## src/design/dmac_pkg.sv

```systemverilog
// ----------------------------------------------------------------------------
// dmac_pkg
// Shared types, codes and constants for the chunked DMA transfer controller.
// ----------------------------------------------------------------------------
package dmac_pkg;

    localparam int ADDR_BITS_DEF = 32;
    localparam int PADDR_W       = 3;
    localparam int PDATA_W       = 32;

    // register index, taken from paddr[2]
    localparam logic REG_WORD_SIZE_LOG = 1'b0;
    localparam logic REG_CHUNK_WORDS   = 1'b1;

    localparam logic [1:0] ABORT_NONE = 2'd0;

    typedef enum logic [2:0] {
        KIND_SETUP = 3'd0,
        KIND_START = 3'd1,
        KIND_POLL  = 3'd2,
        KIND_ABORT = 3'd3,
        KIND_QUERY = 3'd4
    } kind_t;

    typedef enum logic [3:0] {
        ST_OK       = 4'd0,
        ST_BUSY     = 4'd1,
        ST_DONE     = 4'd2,
        ST_NOTFOUND = 4'd3,
        ST_TOOSMALL = 4'd4,
        ST_NULL     = 4'd5,
        ST_ALIGN    = 4'd6,
        ST_OVERLAP  = 4'd7,
        ST_TOOBIG   = 4'd8,
        ST_BEYOND   = 4'd9,
        ST_ABORTED  = 4'd10
    } status_t;

    typedef struct packed {
        logic [2:0]  kind;
        logic [63:0] read_addr;
        logic [63:0] write_addr;
        logic [63:0] transfer_length;
        logic        auto_start;
        logic [31:0] chunk_override;
        logic [1:0]  abort_mode;
    } cmd_t;

    typedef struct packed {
        status_t     status;
        logic        chunk_valid;
        logic [31:0] chunk_src;
        logic [31:0] chunk_dst;
        logic [31:0] chunk_len;
    } result_t;

    typedef struct packed {
        logic        chunk_load;
        logic [31:0] chunk_val;
    } cfg_wr_t;

    // low address bits that must be zero for a word of 2^wsl bytes
    function automatic logic [2:0] align_mask(input logic [1:0] wsl);
        align_mask = 3'((4'd1 << wsl) - 4'd1);
    endfunction

endpackage

```

## src/design/dmac_cfg.sv

```systemverilog
// ----------------------------------------------------------------------------
// dmac_cfg
// APB register file: word size and default chunk size, with readback.
// ----------------------------------------------------------------------------
module dmac_cfg (
    input  logic                           clk,
    input  logic                           rst_n,
    input  logic                           psel,
    input  logic                           penable,
    input  logic                           pwrite,
    input  logic [dmac_pkg::PADDR_W-1:0]   paddr,
    input  logic [dmac_pkg::PDATA_W-1:0]   pwdata,
    output logic [dmac_pkg::PDATA_W-1:0]   prdata,
    output logic                           pready,
    input  logic                           running,
    output logic [1:0]                     word_size_log,
    output dmac_pkg::cfg_wr_t              cfg_wr
);
    import dmac_pkg::*;

    logic [1:0]  wsl_reg, wsl_next;
    logic [31:0] chunk_words_reg, chunk_words_next;
    logic        wr_en;
    logic        reg_idx;

    assign pready  = 1'b1;
    assign reg_idx = paddr[2];
    // writes are dropped while a transfer is running
    assign wr_en   = psel & penable & pwrite & pready & ~running;

    always_comb
    begin
        wsl_next          = wsl_reg;
        chunk_words_next  = chunk_words_reg;
        cfg_wr.chunk_load = 1'b0;
        cfg_wr.chunk_val  = pwdata;
        if (wr_en)
        begin
            case (reg_idx)
                REG_WORD_SIZE_LOG:
                begin
                    wsl_next = pwdata[1:0];
                end
                REG_CHUNK_WORDS:
                begin
                    if (pwdata != '0)
                    begin
                        chunk_words_next  = pwdata;
                        cfg_wr.chunk_load = 1'b1;
                    end
                end
                default:
                begin
                    wsl_next = wsl_reg;
                end
            endcase
        end
    end

    always_comb
    begin
        case (reg_idx)
            REG_WORD_SIZE_LOG: prdata = {30'd0, wsl_reg};
            REG_CHUNK_WORDS:   prdata = chunk_words_reg;
            default:           prdata = '0;
        endcase
    end

    always_ff @(posedge clk or negedge rst_n)
    begin
        if (!rst_n)
        begin
            wsl_reg         <= 2'd2;
            chunk_words_reg <= 32'd1;
        end
        else
        begin
            wsl_reg         <= wsl_next;
            chunk_words_reg <= chunk_words_next;
        end
    end

    assign word_size_log = wsl_reg;

endmodule

```

## src/design/dmac_setup_chk.sv

```systemverilog
// ----------------------------------------------------------------------------
// dmac_setup_chk
// Setup argument checks: null, alignment, overlap, range and wrap, by priority.
// ----------------------------------------------------------------------------
module dmac_setup_chk #(
    parameter int ADDR_BITS = dmac_pkg::ADDR_BITS_DEF
) (
    input  dmac_pkg::cmd_t    cmd,
    input  logic [1:0]        word_size_log,
    output dmac_pkg::status_t setup_err
);
    import dmac_pkg::*;

    logic [2:0]  amask;
    logic        is_null, is_misaligned, is_overlap, is_toobig, is_beyond;
    logic [63:0] rd_end, wr_end, addr_limit;

    assign amask = align_mask(word_size_log);

    assign is_null       = (cmd.read_addr == '0) || (cmd.write_addr == '0);
    assign is_misaligned = ((cmd.read_addr[2:0] & amask) != '0)
                        || ((cmd.write_addr[2:0] & amask) != '0)
                        || ((cmd.transfer_length[2:0] & amask) != '0);
    // forward overlap, distance taken modulo 2^64
    assign is_overlap    = (cmd.write_addr - cmd.read_addr) < cmd.transfer_length;
    assign is_toobig     = (cmd.read_addr[63:ADDR_BITS] != '0)
                        || (cmd.write_addr[63:ADDR_BITS] != '0)
                        || (cmd.transfer_length[63:32] != '0);

    // sums cannot wrap once the range check has passed
    assign addr_limit = 64'd1 << ADDR_BITS;
    assign rd_end     = cmd.read_addr + cmd.transfer_length;
    assign wr_end     = cmd.write_addr + cmd.transfer_length;
    assign is_beyond  = (rd_end > addr_limit) || (wr_end > addr_limit);

    always_comb
    begin
        if (is_null)
            setup_err = ST_NULL;
        else if (is_misaligned)
            setup_err = ST_ALIGN;
        else if (is_overlap)
            setup_err = ST_OVERLAP;
        else if (is_toobig)
            setup_err = ST_TOOBIG;
        else if (is_beyond)
            setup_err = ST_BEYOND;
        else
            setup_err = ST_OK;
    end

endmodule

```

## src/design/dmac_core.sv

```systemverilog
// ----------------------------------------------------------------------------
// dmac_core
// Transfer state and command decode; issues at most one chunk per setup with auto start, start or poll.
// ----------------------------------------------------------------------------
module dmac_core #(
    parameter int ADDR_BITS = dmac_pkg::ADDR_BITS_DEF
) (
    input  logic              clk,
    input  logic              rst_n,
    input  logic              fire,
    input  dmac_pkg::cmd_t    cmd,
    input  logic [1:0]        word_size_log,
    input  dmac_pkg::cfg_wr_t cfg_wr,
    output dmac_pkg::result_t res,
    output logic              running
);
    import dmac_pkg::*;

    logic                 running_reg, running_next;
    logic                 queued_reg, queued_next;
    logic [ADDR_BITS-1:0] src_reg, src_next;
    logic [ADDR_BITS-1:0] dst_reg, dst_next;
    logic [31:0]          rem_reg, rem_next;
    logic [31:0]          chunk_reg, chunk_next;

    status_t              setup_err;
    logic                 is_setup;
    logic [ADDR_BITS-1:0] eff_src, eff_dst;
    logic [31:0]          eff_rem, eff_chunk;
    logic [34:0]          chunk_bytes;
    logic [31:0]          take;
    logic [31:0]          rem_after;

    dmac_setup_chk #(
        .ADDR_BITS (ADDR_BITS)
    ) u_setup_chk (
        .cmd           (cmd),
        .word_size_log (word_size_log),
        .setup_err     (setup_err)
    );

    // a chunk issued by setup with auto start sees the freshly latched transfer
    assign is_setup  = (cmd.kind == KIND_SETUP);
    assign eff_src   = is_setup ? cmd.read_addr[ADDR_BITS-1:0] : src_reg;
    assign eff_dst   = is_setup ? cmd.write_addr[ADDR_BITS-1:0] : dst_reg;
    assign eff_rem   = is_setup ? cmd.transfer_length[31:0] : rem_reg;
    assign eff_chunk = (is_setup && cmd.chunk_override != '0) ? cmd.chunk_override
                                                              : chunk_reg;

    assign chunk_bytes = {3'd0, eff_chunk} << word_size_log;
    assign take        = (chunk_bytes > {3'd0, eff_rem}) ? eff_rem : chunk_bytes[31:0];
    assign rem_after   = eff_rem - take;

    always_comb
    begin
        running_next    = running_reg;
        queued_next     = queued_reg;
        src_next        = src_reg;
        dst_next        = dst_reg;
        rem_next        = rem_reg;
        chunk_next      = chunk_reg;
        res.status      = ST_OK;
        res.chunk_valid = 1'b0;
        res.chunk_src   = '0;
        res.chunk_dst   = '0;
        res.chunk_len   = '0;

        case (cmd.kind)
            KIND_SETUP,
            KIND_START,
            KIND_POLL:
            begin
                if (running_reg && cmd.kind != KIND_POLL)
                    res.status = ST_BUSY;
                else if (!running_reg && cmd.kind == KIND_POLL)
                    res.status = ST_BUSY;
                else if (is_setup && setup_err != ST_OK)
                    res.status = setup_err;
                else if (cmd.kind == KIND_START && !queued_reg)
                    res.status = ST_NOTFOUND;
                else
                begin
                    if (is_setup)
                    begin
                        src_next    = eff_src;
                        dst_next    = eff_dst;
                        rem_next    = eff_rem;
                        chunk_next  = eff_chunk;
                        queued_next = 1'b1;
                    end
                    if (is_setup && !cmd.auto_start)
                        res.status = ST_OK;
                    else if (eff_rem == '0)
                        res.status = ST_DONE;   // queued stays set
                    else
                    begin
                        res.chunk_valid = 1'b1;
                        res.chunk_src   = 32'(eff_src);
                        res.chunk_dst   = 32'(eff_dst);
                        res.chunk_len   = take;
                        src_next        = eff_src + ADDR_BITS'(take);
                        dst_next        = eff_dst + ADDR_BITS'(take);
                        rem_next        = rem_after;
                        if (rem_after != '0)
                        begin
                            running_next = 1'b1;
                            res.status   = ST_BUSY;
                        end
                        else
                        begin
                            running_next = 1'b0;
                            queued_next  = 1'b0;
                            res.status   = (cmd.kind == KIND_POLL) ? ST_OK : ST_DONE;
                        end
                    end
                end
            end
            KIND_ABORT:
            begin
                if (cmd.abort_mode == ABORT_NONE)
                    res.status = ST_DONE;
                else
                begin
                    running_next = 1'b0;
                    queued_next  = 1'b0;
                    res.status   = ST_ABORTED;
                end
            end
            KIND_QUERY:
            begin
                res.status = running_reg ? ST_BUSY : ST_OK;
            end
            default:
            begin
                res.status = ST_OK;
            end
        endcase
    end

    always_ff @(posedge clk or negedge rst_n)
    begin
        if (!rst_n)
        begin
            running_reg <= 1'b0;
            queued_reg  <= 1'b0;
            src_reg     <= '0;
            dst_reg     <= '0;
            rem_reg     <= '0;
            chunk_reg   <= 32'd1;
        end
        else if (cfg_wr.chunk_load)
        begin
            chunk_reg <= cfg_wr.chunk_val;
        end
        else if (fire)
        begin
            running_reg <= running_next;
            queued_reg  <= queued_next;
            src_reg     <= src_next;
            dst_reg     <= dst_next;
            rem_reg     <= rem_next;
            chunk_reg   <= chunk_next;
        end
    end

    assign running = running_reg;

endmodule

```

## src/design/chunked_dma_transfer_controller.sv

```systemverilog
// ----------------------------------------------------------------------------
// chunked_dma_transfer_controller
// Command-driven DMA controller issuing chunk copy commands, one result a beat.
// Path: input register, then result register. Throughput: one command per cycle
// unless a full result slot is stalled; the single decode stage sets this rate.
// Reset: asynchronous, active low; clears the transfer state, sets word size
// to 4 bytes and the chunk size to one word. No clearing pass.
// ----------------------------------------------------------------------------
module chunked_dma_transfer_controller #(
    parameter int ADDR_BITS = dmac_pkg::ADDR_BITS_DEF
) (
    input  logic                         clk,
    input  logic                         rst_n,
    input  logic                         in_valid,
    output logic                         in_stall,
    input  logic [2:0]                   kind,
    input  logic [63:0]                  read_addr,
    input  logic [63:0]                  write_addr,
    input  logic [63:0]                  transfer_length,
    input  logic                         auto_start,
    input  logic [31:0]                  chunk_override,
    input  logic [1:0]                   abort_mode,
    output logic                         out_valid,
    input  logic                         out_stall,
    output logic [3:0]                   status,
    output logic                         chunk_valid,
    output logic [31:0]                  chunk_src,
    output logic [31:0]                  chunk_dst,
    output logic [31:0]                  chunk_len,
    input  logic                         psel,
    input  logic                         penable,
    input  logic                         pwrite,
    input  logic [dmac_pkg::PADDR_W-1:0] paddr,
    input  logic [dmac_pkg::PDATA_W-1:0] pwdata,
    output logic [dmac_pkg::PDATA_W-1:0] prdata,
    output logic                         pready
);
    import dmac_pkg::*;

    logic      in_valid_reg, in_valid_next;
    cmd_t      cmd_reg;
    logic      out_valid_reg, out_valid_next;
    result_t   res_reg;
    result_t   res;
    logic      fire;
    logic      running;
    logic [1:0] word_size_log;
    cfg_wr_t   cfg_wr;

    dmac_cfg u_cfg (
        .clk           (clk),
        .rst_n         (rst_n),
        .psel          (psel),
        .penable       (penable),
        .pwrite        (pwrite),
        .paddr         (paddr),
        .pwdata        (pwdata),
        .prdata        (prdata),
        .pready        (pready),
        .running       (running),
        .word_size_log (word_size_log),
        .cfg_wr        (cfg_wr)
    );

    dmac_core #(
        .ADDR_BITS (ADDR_BITS)
    ) u_core (
        .clk           (clk),
        .rst_n         (rst_n),
        .fire          (fire),
        .cmd           (cmd_reg),
        .word_size_log (word_size_log),
        .cfg_wr        (cfg_wr),
        .res           (res),
        .running       (running)
    );

    // the input beat moves on whenever the result slot is free or being emptied
    assign fire     = in_valid_reg & ~(out_valid_reg & out_stall);
    assign in_stall = in_valid_reg & ~fire;

    always_comb
    begin
        in_valid_next = in_stall ? in_valid_reg : in_valid;
        if (fire)
            out_valid_next = 1'b1;
        else if (!out_stall)
            out_valid_next = 1'b0;
        else
            out_valid_next = out_valid_reg;
    end

    always_ff @(posedge clk or negedge rst_n)
    begin
        if (!rst_n)
        begin
            in_valid_reg  <= 1'b0;
            out_valid_reg <= 1'b0;
        end
        else
        begin
            in_valid_reg  <= in_valid_next;
            out_valid_reg <= out_valid_next;
        end
    end

    always_ff @(posedge clk)
    begin
        if (!in_stall)
        begin
            cmd_reg.kind            <= kind;
            cmd_reg.read_addr       <= read_addr;
            cmd_reg.write_addr      <= write_addr;
            cmd_reg.transfer_length <= transfer_length;
            cmd_reg.auto_start      <= auto_start;
            cmd_reg.chunk_override  <= chunk_override;
            cmd_reg.abort_mode      <= abort_mode;
        end
        if (fire)
            res_reg <= res;
    end

    assign out_valid   = out_valid_reg;
    assign status      = res_reg.status;
    assign chunk_valid = res_reg.chunk_valid;
    assign chunk_src   = res_reg.chunk_src;
    assign chunk_dst   = res_reg.chunk_dst;
    assign chunk_len   = res_reg.chunk_len;

endmodule

```

## config.mk

```make
export PLATFORM = sky130hd
export DESIGN_NAME = chunked_dma_transfer_controller
export DESIGN_NICKNAME = d
export VERILOG_FILES = /design/src/design/dmac_pkg.sv /design/src/design/dmac_cfg.sv /design/src/design/dmac_setup_chk.sv /design/src/design/dmac_core.sv /design/src/design/chunked_dma_transfer_controller.sv
export SDC_FILE = /design/constraint.sdc
export NUM_CORES = 2
export LEC_CHECK = 0
export BUFFER_PORTS_ARGS = -buffer_cell sky130_fd_sc_hd__buf_4
export CORE_ASPECT_RATIO = 0.5
export CORE_MARGIN = 2
export CORE_UTILIZATION = 35
export CTS_CLUSTER_DIAMETER = 60
export DETAILED_ROUTE_END_ITERATION = 8
export SLEW_MARGIN = 20
export SYNTH_ARGS = -nofsm -noshare
export SYNTH_HDL_FRONTEND = slang
export SYNTH_HIERARCHICAL = 1
export SYNTH_SLANG_ARGS = --single-unit
```

## constraint.sdc

```tcl
create_clock -name clk -period 14.6 [get_ports clk]
set_clock_uncertainty 0.05 [all_clocks]
set_input_delay 1.46 -clock clk [delete_from_list [all_inputs] [get_ports clk]]
set_output_delay 1.46 -clock clk [all_outputs]
set_load 0.1 [all_outputs]
```

==> impl_results.md <==
* Synth Flop Type: edfxtp_1
* DRT Pass-1 Iters at 8
* DPL Wire Length at between 100 and 150 mm
* Fin. Hold Viols at 0
* Routed vias/inst at about 5.8
* Synth area leader: edfxtp_1
* Placed cell areas at between 40000 and 50000 um2
* End of the critical path: u_core/dst_reg[6]
* Vias in the first global route at between 30000 and 40000
* CTS Buffer Depth at 3
* Number of antenna violations at the first check in global routing at 3
* Yosys warns at 6
* P per Cell Area at between 200 and 300 nW/um2
* Ports at a little over 400
* Slew headroom at between 20% and 30%
* Slowest stage delay, CP at about 0.93 ns
* CTS buffer count at 53
* Post-CTS Setup Bufs at 0
* Largest cells by area after synthesis: edfxtp_1 (24%), ha_1 (10%), dfrtp_1 (9.7%)
* Critical Path AT at 12.55 ns
* Fraction of the cycle the final worst path needs at between 80% and 90%
* Final-stage net count at 5698
* Buf/Inv on CP at 3
* Row count at 89
* Max reg flops at 230
* Core Area at between 100000 and 150000 um2
* Final wirelength at between 150 and 200 mm
* Largest net degree at the start of global routing at slightly above 100
* R2R depth at 38
* Reg clk slew, reported paths at roughly 0.070 ns
* Post-synth top area share at 23.7%
* Die ar. at ~120000 um2
* Unrepaired setup endpoints after global routing: false
* # fillers at approximately 12000
* WS Path Type: reg -> reg
* Max Cap Violations at 0
* Sink Count at 497
* Critical path endpoint category: flip-flop
* First-pass GRT wire length at between 200 and 250 mm
* Mapped Cells at slightly below 5000
* CTS Hold Bufs at 0
* Seq/Total Area, Yosys at between 30% and 40%
* CP startpoint: cmd_reg[99]
* CP Launch Type: flip-flop
* Worst-skew pair later-pin latency at approximately 0.66 ns
* Initial core utilization at between 30% and 40%
* Critical path peak fanout at 100
* Initial detailed-routing violation count at a little under 4000
* Post-layout util at just over 40%
* GRT Util Overall at 24.4%
* Status: complete, no violations
* Post-CTS sizing at 0
* Top cell family by delay on the critical path: compound AO/OA/AOI/OAI gates
* Chip width at 493 um
* Post-Syn Area at between 40000 and 50000 um2
* Post-route cell area at around 48000 um2
* Synthesis-to-finish area growth at 14.7%
* Synth Area per Inst at around 8.7 um2
* DIE HEIGHT at 249 um
* Post-synth EDFFs at 331
* DR WL/cell at about 23 um
* Fin crit period at around 12 ns
* CP dominant cell by count: nor2_1
* Setup tns final at 0 ns
* Max Transition Viols Final at 0
* H-tree Lvls at 2
* Synth cell types at approximately 130
* Achievable Freq at slightly above 0.08 GHz
* Peak supply drop at between 150 and 200 uV
* DRC at 0
* Slew @ Worst Pin at approximately 1.2 ns
* CTS tree: built
* Fraction of layout cells with a size suffix above 1 at 13.5%
* Synth top cells by count: nand2_1 (507), nor2_1 (426), a21oi_1 (395), ha_1 (335), edfxtp_1 (331)
* Count leader, synth: nand2_1
* Mapped Nets at between 5000 and 6000
* Total grt overflow at 0
* Slowest CP cell: a311oi_1
* Final setup viols at 0
* # port buffers at 404
* R2R Path End: u_core/dst_reg[6]
* DRT antenna net count at 0
* Synth async-reset ratio at approximately 33%
* Total number of vias at ~40000
* GPL Wtd Cong at 0.981
* RR Startpoint: cmd_reg[99]
* Req. time, crit path at roughly 15 ns
* WP depth at 38
* Worst reg2reg setup slack at 2.56 ns
* Leak Pwr at 21.1 nW
* Worst min path class: reg -> reg
* Root Driver: clkbuf_16
* #FFs+latches synth at slightly below 500
-- cell families after synthesis --
family / count (synthesis) / synth area share [%]
AND/OR/NAND/NOR: 1582 / 17.9
flip-flops: 497 / 33.6
AO/OA/AOI/OAI: 1331 / 20.2
XOR/XNOR: 244 / 5.12
buffers and inverters: 560 / 5.54
adder cells (fa/ha/maj): 367 / 10.9
other: 1 / 0.00895
multiplexers: 248 / 6.66
-- cell type report --
| class | count | area (um2) | area share, % |
|---|---|---|---|
| antenna | 1 | 2.50 | 0.00521 |
| clock buffer | 58 | 1360 | 2.82 |
| clock inverter | 41 | 544 | 1.13 |
| inverter | 322 | 1210 | 2.52 |
| multi-input combinational | 3773 | 25600 | 53.2 |
| sequential | 497 | 14100 | 29.3 |
| tap | 1592 | 1990 | 4.14 |
| timing repair buffer | 440 | 3310 | 6.89 |
-- worst reg2reg max path: cells and delay by family (launching register included) --
kind | cells | cell delay [ns]
AOI/OAI and AO/OA | 17 | 6.51
and+or+nand+nor | 14 | 3.02
adders and majority gates | 3 | 0.87
buffers and inverters | 3 | 0.84
DFF | 1 | 0.52
xor gates and xnor gates | 1 | 0.16
-- routing by layer --
layer	part of all wire [%]	vias up	GRT usage [%]
met3	6.6	241	3.35
met2	47	1496	40.3
met5	0.018	-	0
met1	44	18986	33.1
met4	2.9	4	6.95
li1	-	18184	-
-- where the power goes --
part / internal, mW / switching, mW
clock network: 0.833 / 0.655
logic: 3.19 / 5.43
registers: 1.85 / 0.282
total: 5.87 / 6.36
-- worst min-delay path by stage --
stage	startpoint	endpoint	slack, ns	cells after the start
floorplan	u_core/rem_reg[0]	u_core/rem_reg[0]	0.39	2
global placement	u_core/rem_reg[0]	u_core/rem_reg[0]	0.40	2
detailed placement	u_core/rem_reg[24]	u_core/rem_reg[24]	0.42	2
CTS	u_core/rem_reg[24]	u_core/rem_reg[24]	0.43	2
global route	u_core/rem_reg[24]	u_core/rem_reg[24]	0.44	2
finish	u_core/src_reg[13]	u_core/src_reg[13]	0.43	2
-- layout by cell type (no fill, tap or decap), drive strengths merged, types with 69 or more instances in the layout --
cell / count
a21o: 109
a21oi: 402
and2: 69
buf: 440
dfrtp: 163
edfxtp: 331
ha: 335
inv: 329
mux2i: 190
nand2: 508
nand3: 91
nand4: 124
nor2: 430
nor4: 86
o21ai: 355
xnor2: 175
xor2: 69
-- metrics by stage --
step / cells / power (mW) / hold slack, ns / setup slack, ns
2_1_floorplan: 4830 / 8.50 / 0.388 / 5.60
3_3_place_gp: 6623 / 10.4 / 0.403 / 3.44
3_5_place_dp: 6623 / 10.6 / 0.415 / 3.18
4_1_cts: 6722 / 12.1 / 0.429 / 3.16
5_1_grt: 6723 / 13.2 / 0.437 / 2.44
6_report: 6724 / 12.2 / 0.429 / 2.56
Power figures use the tool's default switching activity.
